`config.mk`:
```
export PLATFORM = sky130hd
export DESIGN_NAME = nearest_note_voice_allocator
export DESIGN_NICKNAME = d
export VERILOG_FILES = /design/src/rtl/nnva_pkg.sv /design/src/rtl/nearest_note_voice_allocator.sv /design/src/rtl/nnva_front.sv /design/src/rtl/nnva_queue.sv /design/src/rtl/nnva_engine.sv
export SDC_FILE = /design/constraint.sdc
export NUM_CORES = 1
export LEC_CHECK = 0
export BUFFER_PORTS_ARGS = -buffer_cell sky130_fd_sc_hd__buf_4
export CORE_MARGIN = 8
export CORE_UTILIZATION = 25
export CTS_CLUSTER_DIAMETER = 150
export DETAILED_ROUTE_END_ITERATION = 8
export GPL_TIMING_DRIVEN = 0
export HOLD_SLACK_MARGIN = 0.05
export PLACE_DENSITY_LB_ADDON = 0.15
export SLEW_MARGIN = 20
export SYNTH_ARGS = -nofsm -noshare
export SYNTH_HDL_FRONTEND = slang
export SYNTH_HIERARCHICAL = 1
export SYNTH_SLANG_ARGS = --single-unit
```
`constraint.sdc`:
```
create_clock -name clock -period 7.5 [get_ports clock]
set_input_delay 0.375 -clock clock [delete_from_list [all_inputs] [get_ports clock]]
set_output_delay 0.375 -clock clock [all_outputs]
set_load 0.02 [all_outputs]
```
`src/rtl/nnva_pkg.sv`:
```
// Shared types and constants for the nearest-note voice allocator.
package nnva_pkg;

   localparam int MAX_VOICES = 64;
   localparam int VOICE_W    = $clog2(MAX_VOICES);
   localparam int COUNT_W    = $clog2(MAX_VOICES + 1);
   localparam int NOTE_W     = 7;
   localparam int CFG_W      = 7;

   localparam logic [NOTE_W-1:0]  NEAR_LIMIT = 7'd100;
   localparam logic [COUNT_W-1:0] VOICE_CAP  = COUNT_W'(MAX_VOICES);

   localparam logic [1:0] OP_NOTE_ON  = 2'd0;
   localparam logic [1:0] OP_NOTE_OFF = 2'd1;
   localparam logic [1:0] OP_FINISHED = 2'd2;

   localparam logic [1:0] ST_IGNORED  = 2'd0;
   localparam logic [1:0] ST_STARTED  = 2'd1;
   localparam logic [1:0] ST_RELEASED = 2'd2;
   localparam logic [1:0] ST_FREED    = 2'd3;

   localparam logic CSR_LISTEN_CHANNEL = 1'b0;
   localparam logic CSR_VOICE_LIMIT    = 1'b1;

   typedef enum logic [1:0] {
      CMD_IGNORE,
      CMD_ON,
      CMD_OFF,
      CMD_FREE
   } cmd_kind_type;

   typedef struct packed {
      cmd_kind_type        kind;
      logic [NOTE_W-1:0]   key;
      logic [NOTE_W-1:0]   strike;
      logic [VOICE_W-1:0]  vid;
      logic [COUNT_W-1:0]  count;
   } cmd_type;

   typedef enum logic [1:0] {
      ENG_IDLE,
      ENG_SCAN,
      ENG_WAIT,
      ENG_DONE
   } eng_state_type;

endpackage

```
`src/rtl/nearest_note_voice_allocator.sv`:
```
// Nearest-note voice allocator: front end, command queue and voice engine.
// Each accepted event walks n voices, n being min(voice_limit, 64) for note on and
//   note off and 1 for voice finished, before its result word is registered; ignored
//   events and a zero limit skip the walk. One event is worked on while the queue holds
//   two more; an untaken result word holds the engine. Reset (synchronous, active high)
//   clears all voices, gates and notes and sets the channel to omni and the polyphony to 64.
module nearest_note_voice_allocator (
   input  logic                          clock,
   input  logic                          reset,
   input  logic                          csr_write_en,
   input  logic                          csr_index,
   input  logic [nnva_pkg::CFG_W-1:0]    csr_wdata,
   input  logic                          req_valid,
   output logic                          req_ready,
   input  logic [1:0]                    req_op,
   input  logic [3:0]                    req_channel,
   input  logic [nnva_pkg::NOTE_W-1:0]   req_key,
   input  logic [nnva_pkg::NOTE_W-1:0]   req_strike,
   input  logic [nnva_pkg::VOICE_W-1:0]  req_voice_id,
   output logic                          rsp_valid,
   input  logic                          rsp_ready,
   output logic [1:0]                    rsp_status,
   output logic [nnva_pkg::VOICE_W-1:0]  rsp_voice_index,
   output logic [nnva_pkg::NOTE_W-1:0]   rsp_voice_key,
   output logic [nnva_pkg::NOTE_W-1:0]   rsp_voice_strike,
   output logic                          rsp_was_busy,
   output logic [nnva_pkg::MAX_VOICES-1:0] rsp_released_mask
);
   import nnva_pkg::*;

   cmd_type push_cmd, pop_cmd;
   logic    q_full, q_push, q_pop, q_valid;

   nnva_front u_front (
      .clock        (clock),
      .reset        (reset),
      .csr_write_en (csr_write_en),
      .csr_index    (csr_index),
      .csr_wdata    (csr_wdata),
      .req_valid    (req_valid),
      .req_ready    (req_ready),
      .req_op       (req_op),
      .req_channel  (req_channel),
      .req_key      (req_key),
      .req_strike   (req_strike),
      .req_voice_id (req_voice_id),
      .q_full       (q_full),
      .q_push       (q_push),
      .q_cmd        (push_cmd)
   );

   nnva_queue u_queue (
      .clock     (clock),
      .reset     (reset),
      .push      (q_push),
      .push_cmd  (push_cmd),
      .full      (q_full),
      .pop       (q_pop),
      .pop_valid (q_valid),
      .pop_cmd   (pop_cmd)
   );

   nnva_engine u_engine (
      .clock             (clock),
      .reset             (reset),
      .q_valid           (q_valid),
      .q_cmd             (pop_cmd),
      .q_pop             (q_pop),
      .rsp_valid         (rsp_valid),
      .rsp_ready         (rsp_ready),
      .rsp_status        (rsp_status),
      .rsp_voice_index   (rsp_voice_index),
      .rsp_voice_key     (rsp_voice_key),
      .rsp_voice_strike  (rsp_voice_strike),
      .rsp_was_busy      (rsp_was_busy),
      .rsp_released_mask (rsp_released_mask)
   );

`ifndef SYNTHESIS
   a_mask_only_on_release: assert property (@(posedge clock) disable iff (reset)
      rsp_valid && rsp_status != ST_RELEASED |-> rsp_released_mask == '0)
      else $error("released mask set on a word that releases nothing");

   a_busy_only_on_start: assert property (@(posedge clock) disable iff (reset)
      rsp_valid && rsp_was_busy |-> rsp_status == ST_STARTED)
      else $error("steal flag on a word that starts no voice");

   a_ignored_is_empty: assert property (@(posedge clock) disable iff (reset)
      rsp_valid && rsp_status == ST_IGNORED |->
         rsp_voice_index == '0 && rsp_voice_key == '0 && rsp_voice_strike == '0)
      else $error("ignored event carries voice data");

   a_started_has_strike: assert property (@(posedge clock) disable iff (reset)
      rsp_valid && rsp_status == ST_STARTED |-> rsp_voice_strike != '0)
      else $error("voice started with zero velocity");
`endif

endmodule

```
`src/rtl/nnva_front.sv`:
```
// Front end: configuration registers and event classification.
module nnva_front (
   input  logic                          clock,
   input  logic                          reset,
   input  logic                          csr_write_en,
   input  logic                          csr_index,
   input  logic [nnva_pkg::CFG_W-1:0]    csr_wdata,
   input  logic                          req_valid,
   output logic                          req_ready,
   input  logic [1:0]                    req_op,
   input  logic [3:0]                    req_channel,
   input  logic [nnva_pkg::NOTE_W-1:0]   req_key,
   input  logic [nnva_pkg::NOTE_W-1:0]   req_strike,
   input  logic [nnva_pkg::VOICE_W-1:0]  req_voice_id,
   input  logic                          q_full,
   output logic                          q_push,
   output nnva_pkg::cmd_type             q_cmd
);
   import nnva_pkg::*;

   logic [4:0]       listen_ff, listen_in;
   logic [CFG_W-1:0] limit_ff, limit_in;
   logic             chan_ok;
   logic             is_off;

   always_comb begin
      listen_in = listen_ff;
      limit_in  = limit_ff;
      if (csr_write_en) begin
         unique case (csr_index)
            CSR_LISTEN_CHANNEL: listen_in = csr_wdata[4:0];
            CSR_VOICE_LIMIT:    limit_in  = csr_wdata;
            default:            listen_in = listen_ff;
         endcase
      end
   end

   always_ff @(posedge clock) begin
      if (reset) begin
         listen_ff <= 5'h1F;
         limit_ff  <= CFG_W'(MAX_VOICES);
      end else begin
         listen_ff <= listen_in;
         limit_ff  <= limit_in;
      end
   end

   // negative channel register means omni
   assign chan_ok = listen_ff[4] || (listen_ff[3:0] == req_channel);
   // note on with zero velocity acts as note off
   assign is_off  = (req_op == OP_NOTE_OFF) ||
                    (req_op == OP_NOTE_ON && req_strike == '0);

   always_comb begin
      q_cmd.key    = req_key;
      q_cmd.strike = req_strike;
      q_cmd.vid    = req_voice_id;
      q_cmd.count  = (limit_ff > CFG_W'(MAX_VOICES)) ? VOICE_CAP : COUNT_W'(limit_ff);
      if (is_off) begin
         q_cmd.kind = chan_ok ? CMD_OFF : CMD_IGNORE;
      end else begin
         unique case (req_op)
            OP_NOTE_ON:  q_cmd.kind = chan_ok ? CMD_ON : CMD_IGNORE;
            OP_FINISHED: q_cmd.kind = CMD_FREE;
            default:     q_cmd.kind = CMD_IGNORE;
         endcase
      end
   end

   assign req_ready = !q_full;
   assign q_push    = req_valid && !q_full;

endmodule

```
`src/rtl/nnva_queue.sv`:
```
// Two-entry command queue between front end and voice engine.
module nnva_queue (
   input  logic               clock,
   input  logic               reset,
   input  logic               push,
   input  nnva_pkg::cmd_type  push_cmd,
   output logic               full,
   input  logic               pop,
   output logic               pop_valid,
   output nnva_pkg::cmd_type  pop_cmd
);
   import nnva_pkg::*;

   cmd_type    slot_ff [2];
   logic       wr_ptr_ff, wr_ptr_in;
   logic       rd_ptr_ff, rd_ptr_in;
   logic [1:0] cnt_ff, cnt_in;
   logic       do_push, do_pop;

   assign full      = (cnt_ff == 2'd2);
   assign pop_valid = (cnt_ff != 2'd0);
   assign pop_cmd   = slot_ff[rd_ptr_ff];
   assign do_push   = push && !full;
   assign do_pop    = pop && pop_valid;

   always_comb begin
      wr_ptr_in = do_push ? !wr_ptr_ff : wr_ptr_ff;
      rd_ptr_in = do_pop ? !rd_ptr_ff : rd_ptr_ff;
      cnt_in    = cnt_ff + {1'b0, do_push} - {1'b0, do_pop};
   end

   always_ff @(posedge clock) begin
      if (reset) begin
         wr_ptr_ff <= 1'b0;
         rd_ptr_ff <= 1'b0;
         cnt_ff    <= 2'd0;
      end else begin
         wr_ptr_ff <= wr_ptr_in;
         rd_ptr_ff <= rd_ptr_in;
         cnt_ff    <= cnt_in;
      end
   end

   always_ff @(posedge clock) begin
      if (do_push) begin
         slot_ff[wr_ptr_ff] <= push_cmd;
      end
   end

endmodule

```
`src/rtl/nnva_engine.sv`:
```
// Voice engine: walks the voice table one voice a cycle and commits each command.
module nnva_engine (
   input  logic                          clock,
   input  logic                          reset,
   input  logic                          q_valid,
   input  nnva_pkg::cmd_type             q_cmd,
   output logic                          q_pop,
   output logic                          rsp_valid,
   input  logic                          rsp_ready,
   output logic [1:0]                    rsp_status,
   output logic [nnva_pkg::VOICE_W-1:0]  rsp_voice_index,
   output logic [nnva_pkg::NOTE_W-1:0]   rsp_voice_key,
   output logic [nnva_pkg::NOTE_W-1:0]   rsp_voice_strike,
   output logic                          rsp_was_busy,
   output logic [nnva_pkg::MAX_VOICES-1:0] rsp_released_mask
);
   import nnva_pkg::*;

   eng_state_type state_ff, state_in;
   cmd_type       cmd_ff;

   logic [NOTE_W-1:0]     note_mem [MAX_VOICES];
   logic [MAX_VOICES-1:0] written_ff, written_in;
   logic [MAX_VOICES-1:0] gate_ff, gate_in;
   logic [MAX_VOICES-1:0] active_ff, active_in;

   logic [COUNT_W-1:0]    cnt_ff, cnt_in;
   logic                  rd_vld_ff;
   logic [VOICE_W-1:0]    rd_idx_ff;
   logic [NOTE_W-1:0]     rd_data_ff;

   logic [NOTE_W-1:0]     best_ff, best_in;
   logic [VOICE_W-1:0]    pick_ff, pick_in;
   logic [MAX_VOICES-1:0] mask_ff, mask_in;
   logic [NOTE_W-1:0]     free_note_ff, free_note_in;

   logic                  rsp_valid_ff, rsp_valid_in;
   logic [1:0]            status_ff;
   logic [VOICE_W-1:0]    index_ff;
   logic [NOTE_W-1:0]     key_ff;
   logic [NOTE_W-1:0]     strike_ff;
   logic                  busy_ff;
   logic [MAX_VOICES-1:0] rmask_ff;

   logic [1:0]            res_status;
   logic [VOICE_W-1:0]    res_index;
   logic [NOTE_W-1:0]     res_key;
   logic [NOTE_W-1:0]     res_strike;
   logic                  res_busy;
   logic [MAX_VOICES-1:0] res_mask;

   logic                  rd_en, commit, out_free, scan_last, direct;
   logic [NOTE_W-1:0]     note_v, note_gap;
   logic                  free_fit;

   assign out_free  = !rsp_valid_ff || rsp_ready;
   assign scan_last = (cmd_ff.kind == CMD_FREE) || ((cnt_ff + COUNT_W'(1)) == cmd_ff.count);
   assign direct    = (q_cmd.kind == CMD_IGNORE) ||
                      (q_cmd.kind != CMD_FREE && q_cmd.count == '0);

   // next state
   always_comb begin
      state_in = state_ff;
      unique case (state_ff)
         ENG_IDLE: if (q_valid) state_in = direct ? ENG_DONE : ENG_SCAN;
         ENG_SCAN: if (scan_last) state_in = ENG_WAIT;
         ENG_WAIT: state_in = ENG_DONE;
         ENG_DONE: if (out_free) state_in = ENG_IDLE;
         default:  state_in = ENG_IDLE;
      endcase
   end

   // state outputs
   always_comb begin
      q_pop  = 1'b0;
      rd_en  = 1'b0;
      commit = 1'b0;
      unique case (state_ff)
         ENG_IDLE: q_pop  = q_valid;
         ENG_SCAN: rd_en  = 1'b1;
         ENG_WAIT: q_pop  = 1'b0;
         ENG_DONE: commit = out_free;
         default:  q_pop  = 1'b0;
      endcase
   end

   always_ff @(posedge clock) begin
      if (reset) begin
         state_ff <= ENG_IDLE;
      end else begin
         state_ff <= state_in;
      end
   end

   // note memory, one read a cycle during the walk
   always_ff @(posedge clock) begin
      if (rd_en) begin
         rd_data_ff <= note_mem[cnt_ff[VOICE_W-1:0]];
      end
      if (commit && cmd_ff.kind == CMD_ON) begin
         note_mem[pick_ff] <= cmd_ff.key;
      end
   end

   // compare stage on the registered read
   assign note_v   = written_ff[rd_idx_ff] ? rd_data_ff : '0;
   assign note_gap = (note_v >= cmd_ff.key) ? (note_v - cmd_ff.key) : (cmd_ff.key - note_v);
   assign free_fit = ({1'b0, cmd_ff.vid} < cmd_ff.count) &&
                     active_ff[cmd_ff.vid] && !gate_ff[cmd_ff.vid];

   always_comb begin
      cnt_in       = cnt_ff;
      best_in      = best_ff;
      pick_in      = pick_ff;
      mask_in      = mask_ff;
      free_note_in = free_note_ff;
      written_in   = written_ff;
      gate_in      = gate_ff;
      active_in    = active_ff;
      if (q_pop) begin
         cnt_in       = (q_cmd.kind == CMD_FREE) ? {1'b0, q_cmd.vid} : '0;
         best_in      = NEAR_LIMIT;
         pick_in      = '0;
         mask_in      = '0;
         free_note_in = '0;
      end
      if (rd_en) begin
         cnt_in = cnt_ff + COUNT_W'(1);
      end
      if (rd_vld_ff) begin
         unique case (cmd_ff.kind)
            CMD_ON: begin
               if (!active_ff[rd_idx_ff] && note_gap < best_ff) begin
                  pick_in = rd_idx_ff;
                  best_in = note_gap;
               end
            end
            CMD_OFF: begin
               if (gate_ff[rd_idx_ff] && active_ff[rd_idx_ff] && note_v == cmd_ff.key) begin
                  gate_in[rd_idx_ff] = 1'b0;
                  mask_in[rd_idx_ff] = 1'b1;
               end
            end
            CMD_FREE:   free_note_in = note_v;
            CMD_IGNORE: free_note_in = free_note_ff;
            default:    free_note_in = free_note_ff;
         endcase
      end
      if (commit) begin
         if (cmd_ff.kind == CMD_ON) begin
            written_in[pick_ff] = 1'b1;
            gate_in[pick_ff]    = 1'b1;
            active_in[pick_ff]  = 1'b1;
         end else if (cmd_ff.kind == CMD_FREE && free_fit) begin
            active_in[cmd_ff.vid] = 1'b0;
         end
      end
   end

   always_ff @(posedge clock) begin
      if (reset) begin
         rd_vld_ff  <= 1'b0;
         written_ff <= '0;
         gate_ff    <= '0;
         active_ff  <= '0;
      end else begin
         rd_vld_ff  <= rd_en;
         written_ff <= written_in;
         gate_ff    <= gate_in;
         active_ff  <= active_in;
      end
   end

   always_ff @(posedge clock) begin
      if (q_pop) begin
         cmd_ff <= q_cmd;
      end
      rd_idx_ff    <= cnt_ff[VOICE_W-1:0];
      cnt_ff       <= cnt_in;
      best_ff      <= best_in;
      pick_ff      <= pick_in;
      mask_ff      <= mask_in;
      free_note_ff <= free_note_in;
   end

   // result word
   always_comb begin
      res_status = ST_IGNORED;
      res_index  = '0;
      res_key    = '0;
      res_strike = '0;
      res_busy   = 1'b0;
      res_mask   = '0;
      unique case (cmd_ff.kind)
         CMD_ON: begin
            res_status = ST_STARTED;
            res_index  = pick_ff;
            res_key    = cmd_ff.key;
            res_strike = cmd_ff.strike;
            res_busy   = active_ff[pick_ff];
         end
         CMD_OFF: begin
            res_status = ST_RELEASED;
            res_mask   = mask_ff;
         end
         CMD_FREE: begin
            if (free_fit) begin
               res_status = ST_FREED;
               res_index  = cmd_ff.vid;
               res_key    = free_note_ff;
            end
         end
         CMD_IGNORE: res_status = ST_IGNORED;
         default:    res_status = ST_IGNORED;
      endcase
   end

   // hold the word until taken
   assign rsp_valid_in = commit ? 1'b1 : (rsp_ready ? 1'b0 : rsp_valid_ff);

   always_ff @(posedge clock) begin
      if (reset) begin
         rsp_valid_ff <= 1'b0;
      end else begin
         rsp_valid_ff <= rsp_valid_in;
      end
   end

   always_ff @(posedge clock) begin
      if (commit) begin
         status_ff <= res_status;
         index_ff  <= res_index;
         key_ff    <= res_key;
         strike_ff <= res_strike;
         busy_ff   <= res_busy;
         rmask_ff  <= res_mask;
      end
   end

   assign rsp_valid         = rsp_valid_ff;
   assign rsp_status        = status_ff;
   assign rsp_voice_index   = index_ff;
   assign rsp_voice_key     = key_ff;
   assign rsp_voice_strike  = strike_ff;
   assign rsp_was_busy      = busy_ff;
   assign rsp_released_mask = rmask_ff;

endmodule
```
==> results.txt, run 1 <==
outcome - finished, final reports clean
RSZ-0062 raised after global routing - false
Post-synth EDFFs - 643
H-tree depth - 3
initial core utilization - 25.1%
Final Max Slew Viols - 0
DP Wirelength - 107,000 um
WL/cell - 27.7 um
drt first pass iters - 5
Post-Synthesis Cells - 2,835
worst hold path class - in -> reg
Top Ports - 128
post-synth net total - 2,908
Synth Warn # - 6
slowest CP cell - or4b_4
total clock sinks - 939
Static Leak - 15.9 nW
initial antenna violation count - 4
Seq/Total Area, Yosys - 62.9%
Total Wirelength - 147,000 um
Crit. End Element - register
final hold viol count - 0
Peak VDD IR - 186 uV
Clock power frac - 28.9%
Worst-Skew Late Latency - 0.73 ns
chip width - 417 um
Max Clk Rate - 0.140 GHz
largest net degree at the start of global routing - 78
gpl congestion - 0.911
Syn Area/Cell - 14.2 um^2
Post-DRT Antenna Nets - 0
Tcrit/Tclk final - 95.2%
Power per Cell Area - 367 nW/um^2
Min Clock Period, post-route - 7.14 ns
fill count - 16,152
Rows - 147
Critical Path Most Common Cell - buf_6
CTS tree - done
CP required - 8.03 ns
Comb pwr share - 34.9%
final setup violation count - 0
arrival time at the worst endpoint - 7.67 ns
iteration-0 DRC count of the detailed router - 2,466
Layout Area Growth over Synthesis - 20.8%
die height - 417 um
CTS buffer count - 104
final worst slack - 0.363 ns
relative slew slack - 18.9%
CP top delay family - buffers and inverters
worst-margin pin slew - 1.22 ns
Root Buffer - clkbuf_16
Buf+Inv Stages, Crit Path - 10
clock skew - 0.0422 ns
core area - 160,000 um^2
pre-CTS WS - -1.46 ns
Clk pin slew, worst setup/hold paths - 0.07 ns
final non-filler cell total - 5,323
vias in the first global route - 26,689
placed cell count - 5,085
overall via count from detail_route - 26,594
worst-path maximum fanout - 10
CP Class - reg -> reg
setup_tns - 0 ns
switching share of power - 36.2%
number of max-cap violations - 0
largest buffer count on any clock path - 3
Synth async-reset ratio - 0%
die area - 174,000 um^2
grt ovf - 0
vias per cell - 5.00
CP Launch Type - register
slowest stage delay, CP - 0.63 ns
Most used DFF post-synth - edfxtp_1
sequential power share - 36.2%
switching power - 6.44 mW
Syn Std Cell Area - 40,100 um^2
Total GRT Usage - 16.4%
Pint - 11.3 mW
layout cells sized above 1 - 24.7%
first-pass GRT wire length - 207,000 um
layout net count - 3,218
DRC Markers - 0
Yosys cell types - 83
port buffer count - 112
Yosys reg bits - 939
## flip-flops by register name, summed over array words and instances (netlist names), 29 cells and up, named ones only
name and flops:
u_engine/mask_ff 64, u_engine/cmd_ff 29, u_queue/slot_ff 58, u_engine/rsp_released_mask 64, u_engine/gate_ff 64, u_engine/note_mem 448, u_engine/active_ff 64, u_engine/written_ff 64
## cells in the final DEF (no fill, tap or decap), types with 14 or more instances in the layout
cell type      synthesis  layout
edfxtp_1             643     643
nor2_1               377     321
dfxtp_1              296     294
mux4_2               180     180
buf_4                 24     149
clkbuf_1             123     147
nand2_1              111     111
clkbuf_16              0     106
and2_1                84      84
mux2_2                70      70
a32o_1                67      67
inv_1                 69      65
a21oi_1               59      58
o21ai_0               58      57
a311oi_2              52      52
nor2_2                 1      48
nand3_1               42      42
mux2i_1               41      41
dlygate4sd3_1          0      36
nor2b_1               35      35
buf_8                  0      34
ha_1                  32      32
a221oi_1              30      30
nor3_1                37      30
buf_6                 17      28
o22ai_1               24      24
a31oi_1               24      24
o31ai_1               21      21
nand2b_1              19      19
buf_2                 25      18
a22o_1                18      18
a22oi_1               16      16
buf_1                 22      16
clkinv_2               0      15
a211oi_1              16      15
clkinv_1               2      14
and3_1                14      14
## final timing paths
kind         depth (start not counted)                          start                          endpoint  slack, ns
max reg2reg                         29  u_engine/rd_idx_ff[0]$_DFF_P_       u_engine/pick_ff[2]$_DFF_P_       0.36
min                                  3                      req_op[1]  u_queue/slot_ff[1][28]$_DFFE_PP_       0.17
max                                 29  u_engine/rd_idx_ff[0]$_DFF_P_       u_engine/pick_ff[2]$_DFF_P_       0.36
min reg2reg                          0   u_engine/cnt_ff[4]$_DFFE_PP_     u_engine/rd_idx_ff[4]$_DFF_P_       0.38
## worst register-to-register path, delay by kind of cell, from the launching register on
family | cells | cell delay (ns)
AO/OA/AOI/OAI | 10 | 1.79
multiplexers | 1 | 0.15
buffers and inverters | 10 | 2.26
adder cells (fa/ha/maj) | 3 | 0.90
AND/OR/NAND/NOR | 5 | 1.34
flip-flops | 1 | 0.51
## power groups by stage
stage	combinational, mW	sequential [mW]	clock, mW
2_1_floorplan	3.37	6.60	0
3_3_place_gp	5.62	6.89	0
3_5_place_dp	6.12	6.55	0
4_1_cts	6.17	6.45	5.28
5_1_grt	6.56	6.48	5.47
6_report	6.21	6.44	5.13
## cell type report
| cell class | count | area, um^2 | area share, % |
|---|---|---|---|
| inverters | 73 | 287 | 0.591 |
| repair buffers | 207 | 2030 | 4.18 |
| clock inverters | 46 | 485 | 1.00 |
| well taps | 2086 | 2610 | 5.38 |
| clock buffers | 150 | 2930 | 6.03 |
| flip-flops and latches | 939 | 25200 | 52.0 |
| plain buffers | 208 | 1080 | 2.22 |
| multi-input cells | 1612 | 13900 | 28.6 |
| diodes | 2 | 5.00 | 0.0103 |
## cells by family after synthesis
family                   Yosys count  synth area share (%)
adder cells (fa/ha/maj)           35                  1.12
buffers and inverters            284                  3.28
XOR/XNOR                          17                 0.508
AO/OA/AOI/OAI                    485                  9.99
AND/OR/NAND/NOR                  782                  9.07
multiplexers                     293                  13.2
flip-flops                       939                  62.9
## through the flow
step,power [mW],hold slack (ns),cell area [um^2],util (%)
3_3_place_gp,12.5,0.359,43600,27.2
4_1_cts,17.9,0.0991,48400,30.2
5_1_grt,18.5,0.171,48500,30.3
3_5_place_dp,12.7,0.363,44600,27.9
2_1_floorplan,9.97,0.346,40100,-
6_report,17.8,0.170,48500,30.3
## cells in the mapped netlist (10+ instances only)
master	instances	area [um^2]
mux4_2	180	4050
nor4_1	10	62.6
buf_6	17	191
o21ai_0	58	290
nor2b_1	35	219
a22oi_1	16	120
buf_2	25	125
and3_1	14	87.6
and2_1	84	526
or3_1	11	68.8
nor3_1	37	185
dfxtp_1	296	5930
a221oi_1	30	263
a31oi_1	24	150
a32o_1	67	671
mux2_2	70	788
o31ai_1	21	158
edfxtp_1	643	19300
nor2_1	377	1420
buf_4	24	180
nand2_1	111	417
o22ai_1	24	150
a211oi_1	16	120
a311oi_2	52	781
nand3_1	42	210
o211ai_1	10	75.1
buf_1	22	82.6
mux2i_1	41	410
o311ai_0	10	87.6
a21oi_1	59	295
clkbuf_1	123	462
ha_1	32	400
inv_1	69	259
nand2b_1	19	119
a22o_1	18	158
## what timing repair did
item / in CTS / in global routing
pin swaps: 1 / 1
hold endpoints to repair: 60 / 0
gates resized for setup: 13 / 16
buffers inserted: 1 / 6
hold buffers: 36 / 0
endpoints found under the setup margin: 101 / 13
## routing by layer
layer / wire length [um] / up-vias / track usage (%) / part of all wire (%)
met3: 9260 / 299 / 3.17 / 6.3
met4: 5960 / 0 / 6.56 / 4.0
met5: 0 / - / 0 / 0
met2: 68200 / 1002 / 26.3 / 46
met1: 64000 / 13721 / 21.8 / 43
li1: - / 11572 / - / -
No activity file was read; power rests on OpenSTA's default activity.
==> run 2, diff against run 1 <==
clock period = 6.5 ns   (was 7.5 ns; I/O delays follow)
==> run 2 against run 1 <==
Final area grew 0.48%. Largest cell class unchanged. Non-clock buffer count rose by 9. Largest power group unchanged. First-iteration DRC count increased by 3.4%. Via count grew 0.49%. Critical endpoint is now u_engine/best_ff[1]$_DFF_P_. Worst setup slack worse by 0.13 ns.
==> results.txt, run 2 (synthesis results as in run 1) <==
WL/cell - 27.7 um (about the same)
Final Max Slew Viols - 0 (unchanged)
largest buffer count on any clock path - 3 (unchanged)
placed cell count - 5,085 (unchanged)
clock skew - 0.0396 ns (-0.00262 ns)
chip width - 417 um (unchanged)
Pint - 13.2 mW (+17%)
worst-path maximum fanout - 10 (unchanged)
Layout Utilization - 30.5% (+0.15 points)
iteration-0 DRC count of the detailed router - 2,549 (+3.4%)
layout net count - 3,227 (+0.28%)
outcome - finished, final reports clean
overall via count from detail_route - 26,723 (+0.49%)
Max Clk Rate - 0.160 GHz (+14%)
Placed Area - 44,600 um^2 (unchanged)
die height - 417 um (unchanged)
total clock sinks - 939 (unchanged)
die area - 174,000 um^2 (unchanged)
slowest stage delay, CP - 0.62 ns (about the same)
relative slew slack - 15.5% (-3.4 points)
CP Class - reg -> reg
core area - 160,000 um^2 (unchanged)
arrival time at the worst endpoint - 6.86 ns (-0.81 ns)
Peak VDD IR - 216 uV (+16%)
Total Wirelength - 148,000 um (+0.26%)
Power per Cell Area - 426 nW/um^2 (+16%)
Top Ports - 128 (unchanged)
first-pass GRT wire length - 208,000 um (+0.20%)
Rows - 147 (unchanged)
CTS tree - done
Buf+Inv Stages, Crit Path - 7 (-3)
sequential power share - 35.8% (-0.4 points)
worst hold path class - in -> reg
grt ovf - 0 (unchanged)
Layout Area Growth over Synthesis - 21.4%
Crit. End Element - register
Post-DRT Antenna Nets - 0 (unchanged)
DRC Markers - 0 (unchanged)
Clock power frac - 28.6% (-0.3 points)
number of max-cap violations - 0 (unchanged)
CP required - 7.09 ns (-0.94 ns)
switching power - 7.52 mW (+17%)
drt first pass iters - 5 (unchanged)
final hold slack - 0.181 ns (+0.0111 ns)
worst-margin pin slew - 1.27 ns (+0.0509 ns)
initial antenna violation count - 4 (unchanged)
slowest CP cell - or4b_4
switching share of power - 36.2% (about the same)
Tcrit/Tclk final - 96.4% (+1.2 points)
fill count - 16,131 (-0.13%)
most frequent cells in the layout - 643 x edfxtp_1, 321 x nor2_1, 294 x dfxtp_1
H-tree depth - 3 (unchanged)
commonest non-fill, non-tap cell in the layout - edfxtp_1
Worst-Skew Late Latency - 0.72 ns (about the same)
CTS buffer count - 104 (unchanged)
number of cells on the critical path - 27 (-6.9%)
max reg flops - 448 (unchanged)
Clk pin slew, worst setup/hold paths - 0.06 ns (about the same)
Biggest register - u_engine/note_mem
R2R cell count - 27 (-6.9%)
DP Wirelength - 107,000 um (unchanged)
final hold viol count - 0 (unchanged)
Static Leak - 16.0 nW (+0.58%)
port buffer count - 112 (unchanged)
gpl congestion - 0.911 (unchanged)
worst hold stages - 5 (+2)
final non-filler cell total - 5,333 (+0.19%)
largest net degree at the start of global routing - 78 (unchanged)
layout cells sized above 1 - 25.4% (+0.70 points)
vias in the first global route - 26,696 (+0.026%)
Comb pwr share - 35.6% (+0.7 points)
RSZ-0062 raised after global routing - false
vias per cell - 5.01 (+0.30%)
Root Buffer - clkbuf_16
CP Launch Type - register
initial core utilization - 25.1% (unchanged)
CP top delay family - compound AO/OA/AOI/OAI gates
final setup violation count - 0 (unchanged)
Total GRT Usage - 16.4% (+0.044 points)
fin area - 48,700 um^2 (+0.48%)
Min Clock Period, post-route - 6.26 ns (-0.873 ns)
==> run 2: changes by cell type in the layout (fill, tap and decap cells not counted), moves of 3 or more <==
cell	change
ha_1	-4
ha_2	+3
buf_4	+8
o21ai_1	+3
o21ai_0	-3
clkbuf_1	-3
buf_12	+4
==> run 2: timing repair <==
action                                 CTS  global route
setup endpoints to repair              141            13
endpoints found under the hold margin   62             0
hold buffers                            37             0
buffers inserted                         4            12
pin swaps                                2             6
gates resized for setup                 50            29
==> run 2: area by class of cell <==
type | instances | area (um^2) | area share, %
Buffer | 207 | 1170 | 2.41
Sequential cell | 939 | 25200 | 51.8
Clock inverter | 46 | 485 | 0.996
Timing Repair Buffer | 217 | 2090 | 4.29
Multi-Input combinational cell | 1612 | 13900 | 28.6
Clock buffer | 150 | 2930 | 6.00
Antenna cell | 3 | 7.51 | 0.0154
Inverter | 73 | 288 | 0.590
Tap cell | 2086 | 2610 | 5.35
==> run 2: power by group through the flow <==
stage	Combinational (mW)	Clock (mW)	Sequential (mW)
global placement	6.49	0	7.95
finish	7.39	5.92	7.43
global route	7.80	6.32	7.47
floorplan	3.89	0	7.62
detailed placement	7.06	0	7.56
CTS	7.24	6.09	7.44
==> run 2: final timing paths <==
kind | slack (ns) | startpoint | to
worst max-delay path | 0.24 | u_engine/rd_idx_ff[1]$_DFF_P_ | u_engine/best_ff[1]$_DFF_P_
worst min-delay path | 0.18 | req_valid | u_queue/wr_ptr_ff$_SDFFE_PP0P_
worst max register to register | 0.24 | u_engine/rd_idx_ff[1]$_DFF_P_ | u_engine/best_ff[1]$_DFF_P_
worst min register to register | 0.38 | u_engine/cnt_ff[4]$_DFFE_PP_ | u_engine/rd_idx_ff[4]$_DFF_P_
==> run 2: worst register-to-register path, delay by kind of cell (launching register included) <==
| family | cells | cell delay [ns] |
|---|---|---|
| fa+ha+maj | 3 | 0.81 |
| compound gates | 10 | 2.04 |
| flops | 1 | 0.32 |
| buf+inv | 7 | 1.34 |
| mux | 1 | 0.26 |
| simple gates | 6 | 1.38 |
==> run 2: metal layers <==
layer  GRT usage, %  wire length (um)  part of all wire [%]  vias to the layer above
met1           22.1             64900                    44                    13818
met3           3.06              8690                   5.9                      290
li1               -                 -                     -                    11591
met4           6.51              5870                   4.0                        0
met2           26.3             68200                    46                     1024
met5              0                 0                     0                        -
==> run 2: per-stage QoR <==
step	power [mW]	setup WS, ns	TNS [ns]
finish	20.7	0.237	0
global route	21.6	0.00582	0
CTS	20.8	0.00822	0
detailed placement	14.6	-2.46	-158.54
global placement	14.4	-2.47	-174.21
floorplan	11.5	0.602	0
